[config.mk]
export PLATFORM = sky130hd
export DESIGN_NAME = bfc_merge
export DESIGN_NICKNAME = d
export VERILOG_FILES = /design/src/rtl/bfc_pkg.sv /design/src/rtl/bfc_merge.sv
export SDC_FILE = /design/constraint.sdc
export NUM_CORES = 1
export LEC_CHECK = 0
export BUFFER_PORTS_ARGS = -buffer_cell sky130_fd_sc_hd__buf_2
export CAP_MARGIN = 20
export CELL_PAD_IN_SITES_DETAIL_PLACEMENT = 0
export CELL_PAD_IN_SITES_GLOBAL_PLACEMENT = 2
export CORE_ASPECT_RATIO = 1.5
export CORE_MARGIN = 4
export CORE_UTILIZATION = 10
export DETAILED_ROUTE_END_ITERATION = 8
export GPL_ROUTABILITY_DRIVEN = 0
export PLACE_DENSITY = 0.92
export SYNTH_ARGS = -nofsm -noshare
export SYNTH_HDL_FRONTEND = slang
export SYNTH_SLANG_ARGS = --single-unit
[constraint.sdc]
create_clock -name clock -period 1 [get_ports clock]
set_input_delay 0.15 -clock clock [delete_from_list [all_inputs] [get_ports clock]]
set_output_delay 0.15 -clock clock [all_outputs]
set_load 0.01 [all_outputs]
[src/rtl/bfc_pkg.sv]
// Shared types and constants for the box frustum cull block
`default_nettype none

package bfc_pkg;

   localparam int unsigned CORNER_COUNT      = 8;
   localparam int unsigned COORD_BITS_DEF    = 16;
   localparam int unsigned MATRIX_BITS       = 16;
   localparam int unsigned MATRIX_DIM        = 4;
   localparam int unsigned CORNER_FIELD_BITS = 48;
   localparam int unsigned PLANE_COUNT       = 6;
   // homogeneous w = 1.0 in Q8 is a left shift by the fraction width
   localparam int unsigned ONE_SHIFT         = 8;
   // start beat to result strobe: product, sum, plane test, merge
   localparam int unsigned LATENCY           = 4;

   typedef logic [MATRIX_DIM-1:0][MATRIX_DIM-1:0][MATRIX_BITS-1:0] mat_type;
   typedef logic [PLANE_COUNT-1:0] plane_mask_type;

endpackage

`default_nettype wire

[src/rtl/bfc_merge.sv]
// Merge of lane plane masks into the cull decision
`default_nettype none

module bfc_merge
   import bfc_pkg::*;
(
   input  logic           clock,
   input  plane_mask_type lane_planes [CORNER_COUNT],
   output logic           visible,
   output plane_mask_type outside_planes
);

   plane_mask_type all_in;
   plane_mask_type all_ff;
   logic           visible_ff;

   always_comb begin
      all_in = '1;
      for (int k = 0; k < CORNER_COUNT; k++) begin
         all_in = all_in & lane_planes[k];
      end
   end

   always_ff @(posedge clock) begin
      all_ff     <= all_in;
      visible_ff <= (all_in == '0);
   end

   assign visible        = visible_ff;
   assign outside_planes = all_ff;

endmodule

`default_nettype wire

==> results of run 1 <==
## report_power, final
group	total [mW]	internal, mW	switching (mW)
logic	0.0996	0.0710	0.0286
registers	0.281	0.281	0.000280
clock network	0.251	0.152	0.0992
## Yosys cell counts
cell / count
sky130_fd_sc_hd__nor2_1: 6
sky130_fd_sc_hd__nor3_2: 1
sky130_fd_sc_hd__or4_1: 1
sky130_fd_sc_hd__dfxtp_1: 7
sky130_fd_sc_hd__nand4_1: 12
## layer usage
layer  global-route usage, %  vias to the layer above
met3                   3.838                        4
met4                   5.696                        0
li1                        -                      225
met5                       0                        -
met2                   11.19                       42
met1                   5.181                      186
## logic make-up after synthesis
logic type and synth area share [%]:
flip-flops 54.90, AND/OR/NAND/NOR 45.10
## critical path, stage by stage
cell and delay [ns]:
sky130_fd_sc_hd__buf_2 0.10, sky130_fd_sc_hd__nand4_1 0.07, sky130_fd_sc_hd__nor2_1 0.05, sky130_fd_sc_hd__or4_1 0.53, sky130_fd_sc_hd__nor3_2 0.10
## area by class of cell
cell class              count  area share (%)
repair buffers             55           46.91
flip-flops and latches      7           23.88
multi-input cells          20           19.62
well taps                  24           5.117
clock buffers               4           4.478
## metrics by stage
step | power (mW) | setup TNS (ns) | setup WS (ns) | instances | instance area, um^2
after floorplan | 0.2969 | 0 | 0.04595 | 27 | 255.2
after global placement | 0.3844 | -0.07364 | -0.07364 | 106 | 560.5
after detailed placement | 0.3882 | -0.09091 | -0.09091 | 106 | 560.5
after CTS | 0.6389 | 0 | 0.1667 | 110 | 586.8
after global routing | 0.6634 | 0 | 0.1320 | 110 | 586.8
final | 0.6320 | 0 | 0.1747 | 110 | 586.8
## placed cells by master, fill, tap and decap left out, drive strengths merged
cell	instances
or4	1
buf	55
clkbuf	4
nor2	6
nor3	1
nand4	12
dfxtp	7
## state kept, by name (all words and copies together), names as in the netlist
signal	flops
outside_planes	6
visible	1
## final timing paths
path	depth (start not counted)	startpoint	slack [ns]	to
max	5	lane_planes[44]	0.17	visible$_DFF_P_
min	3	lane_planes[38]	0.15	outside_planes[2]$_DFF_P_
==> out/summary.json, run 1 <==
{
  "num_io_pins": {"value": 56},
  "global_route.usage.total": {"value": 6.603, "unit": "%"},
  "post_layout_min_period": {"value": 0.8254, "unit": "ns"},
  "grt_pass1_wl": {"value": 1683, "unit": "um"},
  "antenna_found_initial": {"value": 0},
  "area_share_of_the_largest_cell_type_after_synthesis": {"value": 54.90, "unit": "%"},
  "synth.yosys.seq_area_share": {"value": 54.90, "unit": "%"},
  "drt-met1-wl": {"value": 310, "unit": "um"},
  "endpoint_kind": {"value": "flop"},
  "postSynthCellCount": {"value": 27},
  "clk_slew_on_worst_s_h_paths": {"value": 0.05, "unit": "ns"},
  "grt_start_max_net_pins": {"value": 5},
  "avgViaCountPerCell": {"value": 4.155},
  "die_width": {"value": 49.25, "unit": "um"},
  "leakagePower": {"value": 0.3159, "unit": "nW"},
  "core.rowCount": {"value": 22},
  "cts_hold_buf": {"value": 0},
  "ir_worst_vdd": {"value": 232.4, "unit": "uV"},
  "top_cells_by_area_in_the_synthesized_netlist": {"value": "sky130_fd_sc_hd__dfxtp_1, sky130_fd_sc_hd__nand4_1, sky130_fd_sc_hd__nor2_1, sky130_fd_sc_hd__nor3_2, sky130_fd_sc_hd__or4_1"},
  "critical_path.startpoint_type": {"value": "input pin"},
  "pwr_density_cell": {"value": 1077, "unit": "mW/mm^2"},
  "number_of_clock_sinks_seen_by_cts": {"value": 7},
  "core_area": {"value": 0.002450, "unit": "mm^2"},
  "start_util": {"value": 10.42, "unit": "%"},
  "count_of_buffers_added_by_post_cts_timing_repair_for_setup": {"value": 0},
  "die_area": {"value": 0.003441, "unit": "mm^2"},
  "h-tree-depth": {"value": 1},
  "worst_hold_check_path_type": {"value": "in2reg"},
  "cts_resized": {"value": 0},
  "netlist.top_cell.by_area": {"value": "sky130_fd_sc_hd__dfxtp_1"},
  "area.sequential": {"value": 140.1, "unit": "um^2"},
  "synth_area": {"value": 255.2, "unit": "um^2"},
  "first_global_vias": {"value": 471},
  "syn_to_layout_area_delta": {"value": 129.9, "unit": "%"},
  "finish.net_count": {"value": 136},
  "insertedDiodeCount": {"value": 0},
  "report.final.hold_viol_count": {"value": 0},
  "report.final.slew_viol_count": {"value": 0},
  "unrepaired_setup_endpoints_after_global_routing": {"value": "no"},
  "critical_path.max_fanout": {"value": 2},
  "synth_fp_nets": {"value": 76},
  "postSynthAreaPerCell": {"value": 9.454, "unit": "um^2"},
  "die_ht": {"value": 69.88, "unit": "um"},
  "clockRootBuffer": {"value": "sky130_fd_sc_hd__clkbuf_4"},
  "footprint_of_the_multi_input_gates": {"value": 115.1, "unit": "um^2"},
  "tritoncts": {"value": "done"},
  "dr_wl_met2": {"value": 481, "unit": "um"},
  "clock.fmax": {"value": 1.212, "unit": "GHz"},
  "pre_repair_dr_iteration_count": {"value": 1},
  "worst_slew_pin_slew": {"value": 0.2195, "unit": "ns"},
  "cts_max_path_buffers": {"value": 2},
  "leftover_overflow_at_the_end_of_global_routing": {"value": 0},
  "fraction_of_final_layout_cells_with_drive_strength_greater_than_1": {"value": 68.60, "unit": "%"},
  "fin_worst_hold_slack": {"value": 0.1502, "unit": "ns"},
  "final_core_utilization": {"value": 23.95, "unit": "%"},
  "postSynthRegisterBits": {"value": 7},
  "tritoncts.num_buffers": {"value": 3},
  "via_count": {"value": 457},
  "route.detailed.drc": {"value": 0},
  "timing.final.setup_violations": {"value": 0},
  "count_of_filler_cells_inserted_in_the_layout": {"value": 269},
  "met3RoutedLength": {"value": 218, "unit": "um"},
  "cap_violations": {"value": 0},
  "status": {"value": "completed"},
  "ys_warn_count": {"value": 0},
  "port-buffer-count": {"value": 55},
  "synth.distinct_cells": {"value": 5},
  "worst_slew_margin_rel": {"value": 85.31, "unit": "%"},
  "uppermost_routed_layer": {"value": "met4"},
  "worst-endpoint-arrival": {"value": 1.01, "unit": "ns"},
  "worstPathRequired": {"value": 1.18, "unit": "ns"},
  "wl_per_cell": {"value": 9.445, "unit": "um"},
  "ant_nets": {"value": 0},
  "fin_crit_sh": {"value": 82.54, "unit": "%"},
  "path_class": {"value": "in2reg"},
  "drt_iter0_drc": {"value": 0},
  "routed_wirelength": {"value": 1039, "unit": "um"}
}
Power figures use the tool's default switching activity.
==> run 2: changes to the inputs <==
- PLACE_DENSITY: 0.92 -> 0.88
- clock period: 1 -> 0.82 ns (I/O delays scaled with it)
==> out/summary.json, run 2 (synthesis gave the netlist of run 1 again) <==
{
  "status": {"value": "completed"},
  "count_of_buffers_added_by_post_cts_timing_repair_for_setup": {"value": 0, "change": "unchanged"},
  "die_area": {"value": 0.003441, "unit": "mm^2", "change": "unchanged"},
  "global_route.usage.total": {"value": 6.387, "unit": "%", "change": "-0.22 points"},
  "dpl_cell_area": {"value": 560.5, "unit": "um^2", "change": "unchanged"},
  "pre_repair_dr_iteration_count": {"value": 1, "change": "unchanged"},
  "met3RoutedLength": {"value": 217, "unit": "um", "change": "-0.46%"},
  "place_ws": {"value": -0.2566, "unit": "ns", "change": "-0.1657 ns"},
  "tritoncts.num_buffers": {"value": 3, "change": "unchanged"},
  "clk_slew_on_worst_s_h_paths": {"value": 0.05, "unit": "ns", "change": "about the same"},
  "ir_worst_vdd": {"value": 264.7, "unit": "uV", "change": "+14%"},
  "worst_hold_check_path_type": {"value": "in2reg"},
  "clock.fmax": {"value": 1.221, "unit": "GHz"},
  "die_width": {"value": 49.25, "unit": "um", "change": "unchanged"},
  "most_frequent_cells_in_the_layout": {"value": "sky130_fd_sc_hd__buf_2, sky130_fd_sc_hd__nand4_1, sky130_fd_sc_hd__nor2_1"},
  "drt-met1-wl": {"value": 312, "unit": "um", "change": "+0.65%"},
  "grt_start_max_net_pins": {"value": 5, "change": "unchanged"},
  "start_util": {"value": 10.42, "unit": "%", "change": "unchanged"},
  "core_area": {"value": 0.002450, "unit": "mm^2", "change": "unchanged"},
  "finalWorstSetupSlack": {"value": 0.001067, "unit": "ns", "change": "-0.1736 ns"},
  "die_ht": {"value": 69.88, "unit": "um", "change": "unchanged"},
  "critical_path.startpoint_type": {"value": "input pin"},
  "ant_nets": {"value": 0, "change": "unchanged"},
  "final_non_filler_cell_area": {"value": 589.3, "unit": "um^2", "change": "+0.43%"},
  "pwr_density_cell": {"value": 1292, "unit": "mW/mm^2", "change": "+20%"},
  "count_of_filler_cells_inserted_in_the_layout": {"value": 275, "change": "+2.2%"},
  "h-tree-depth": {"value": 1, "change": "unchanged"},
  "post_layout_min_period": {"value": 0.8189, "unit": "ns"},
  "antenna_found_initial": {"value": 0, "change": "unchanged"},
  "leakagePower": {"value": 0.3170, "unit": "nW", "change": "+0.33%"},
  "core.rowCount": {"value": 22, "change": "unchanged"},
  "routed_wirelength": {"value": 1014, "unit": "um", "change": "-2.4%"},
  "cap_violations": {"value": 0, "change": "unchanged"},
  "fraction_of_final_layout_cells_with_drive_strength_greater_than_1": {"value": 70.93, "unit": "%", "change": "+2.3 points"},
  "port-buffer-count": {"value": 55, "change": "unchanged"},
  "layout.cells.most_common": {"value": "sky130_fd_sc_hd__buf_2"},
  "wl_per_cell": {"value": 9.218, "unit": "um", "change": "-2.4%"},
  "uppermost_routed_layer": {"value": "met4"},
  "clockRootBuffer": {"value": "sky130_fd_sc_hd__clkbuf_4"},
  "timing.final.setup_violations": {"value": 0, "change": "unchanged"},
  "unrepaired_setup_endpoints_after_global_routing": {"value": "yes"},
  "finish.net_count": {"value": 136, "change": "unchanged"},
  "tritoncts": {"value": "done"},
  "dr_wl_met2": {"value": 473, "unit": "um", "change": "-1.7%"},
  "report.final.hold_viol_count": {"value": 0, "change": "unchanged"},
  "grt_pass1_wl": {"value": 1704, "unit": "um", "change": "+1.2%"},
  "num_io_pins": {"value": 56, "change": "unchanged"},
  "endpoint_kind": {"value": "flop"},
  "report.final.slew_viol_count": {"value": 0, "change": "unchanged"},
  "largest_register_ff_count": {"value": 6, "change": "unchanged"},
  "leftover_overflow_at_the_end_of_global_routing": {"value": 0, "change": "unchanged"},
  "insertedDiodeCount": {"value": 0, "change": "unchanged"},
  "path_class": {"value": "in2reg"},
  "worst-endpoint-arrival": {"value": 0.99, "unit": "ns", "change": "-0.02 ns"},
  "route.detailed.drc": {"value": 0, "change": "unchanged"},
  "drt_iter0_drc": {"value": 0, "change": "unchanged"},
  "first_global_vias": {"value": 454, "change": "-3.6%"},
  "avgViaCountPerCell": {"value": 4.118, "change": "-0.88%"},
  "critical_path.max_fanout": {"value": 2, "change": "unchanged"},
  "syn_to_layout_area_delta": {"value": 130.9, "unit": "%"},
  "worst_slew_pin_slew": {"value": 0.1841, "unit": "ns", "change": "-0.03544 ns"},
  "fin_crit_sh": {"value": 99.87, "unit": "%"},
  "worstPathRequired": {"value": 0.99, "unit": "ns", "change": "-0.19 ns"},
  "number_of_clock_sinks_seen_by_cts": {"value": 7, "change": "unchanged"},
  "via_count": {"value": 453, "change": "-0.88%"},
  "cts_max_path_buffers": {"value": 2, "change": "unchanged"},
  "worst_slew_margin_rel": {"value": 87.68, "unit": "%", "change": "+2.4 points"}
}
run 2: cell types whose count changed in the layout (fill, tap and decap cells not counted):
cell / delta
sky130_fd_sc_hd__dfxtp_2: +2
sky130_fd_sc_hd__dfxtp_1: -2
run 2: cell type report:
type	count	area, um^2	area share, %
Clock buffer	4	26.28	4.459
Timing Repair Buffer	55	275.3	46.71
Sequential cell	7	142.6	24.20
Multi-Input combinational cell	20	115.1	19.53
Tap cell	24	30.03	5.096
run 2: metal layers:
layer  track usage, %  vias to the layer above
met3            4.478                        2
met2            10.90                       40
met1            5.188                      185
met5                0                        -
li1                 -                      226
met4            3.797                        0
run 2: worst paths after layout:
kind                        end       startpoint  cells after the start  slack, ns
max             visible$_DFF_P_   lane_planes[7]                      5      0.001
min   outside_planes[2]$_DFF_P_  lane_planes[38]                      3       0.13
run 2: worst max-delay path: stages:
cell	delay, ns
sky130_fd_sc_hd__buf_2	0.10
sky130_fd_sc_hd__nand4_1	0.08
sky130_fd_sc_hd__nor2_1	0.06
sky130_fd_sc_hd__or4_1	0.53
sky130_fd_sc_hd__nor3_2	0.11
run 2: power by group:
group,leakage [nW],internal [mW],switching [mW]
Clock,0.0150,0.185,0.112
Combinational,0.244,0.0866,0.0351
Sequential,0.0575,0.343,0.000358
Total,0.317,0.614,0.147
run 2: what timing repair did:
| action | 4_1_cts | 5_1_grt |
|---|---|---|
| hold buffers | 0 | 0 |
| pin swaps | 1 | 1 |
| setup endpoints to repair | 1 | 3 |
| cloned | 0 | 0 |
| gates resized for setup | 0 | 2 |
run 2: through the flow:
step	power (mW)	hold slack [ns]	util, %	TNS, ns	cells
floorplan	0.3621	0.2586	-	-0.1071	27
global placement	0.4690	0.3741	22.88	-0.2266	106
detailed placement	0.4741	0.3797	22.88	-0.2566	106
CTS	0.7748	0.1243	23.95	-0.001019	110
global route	0.7983	0.1332	24.06	-0.04817	110
finish	0.7611	0.1290	24.06	0	110
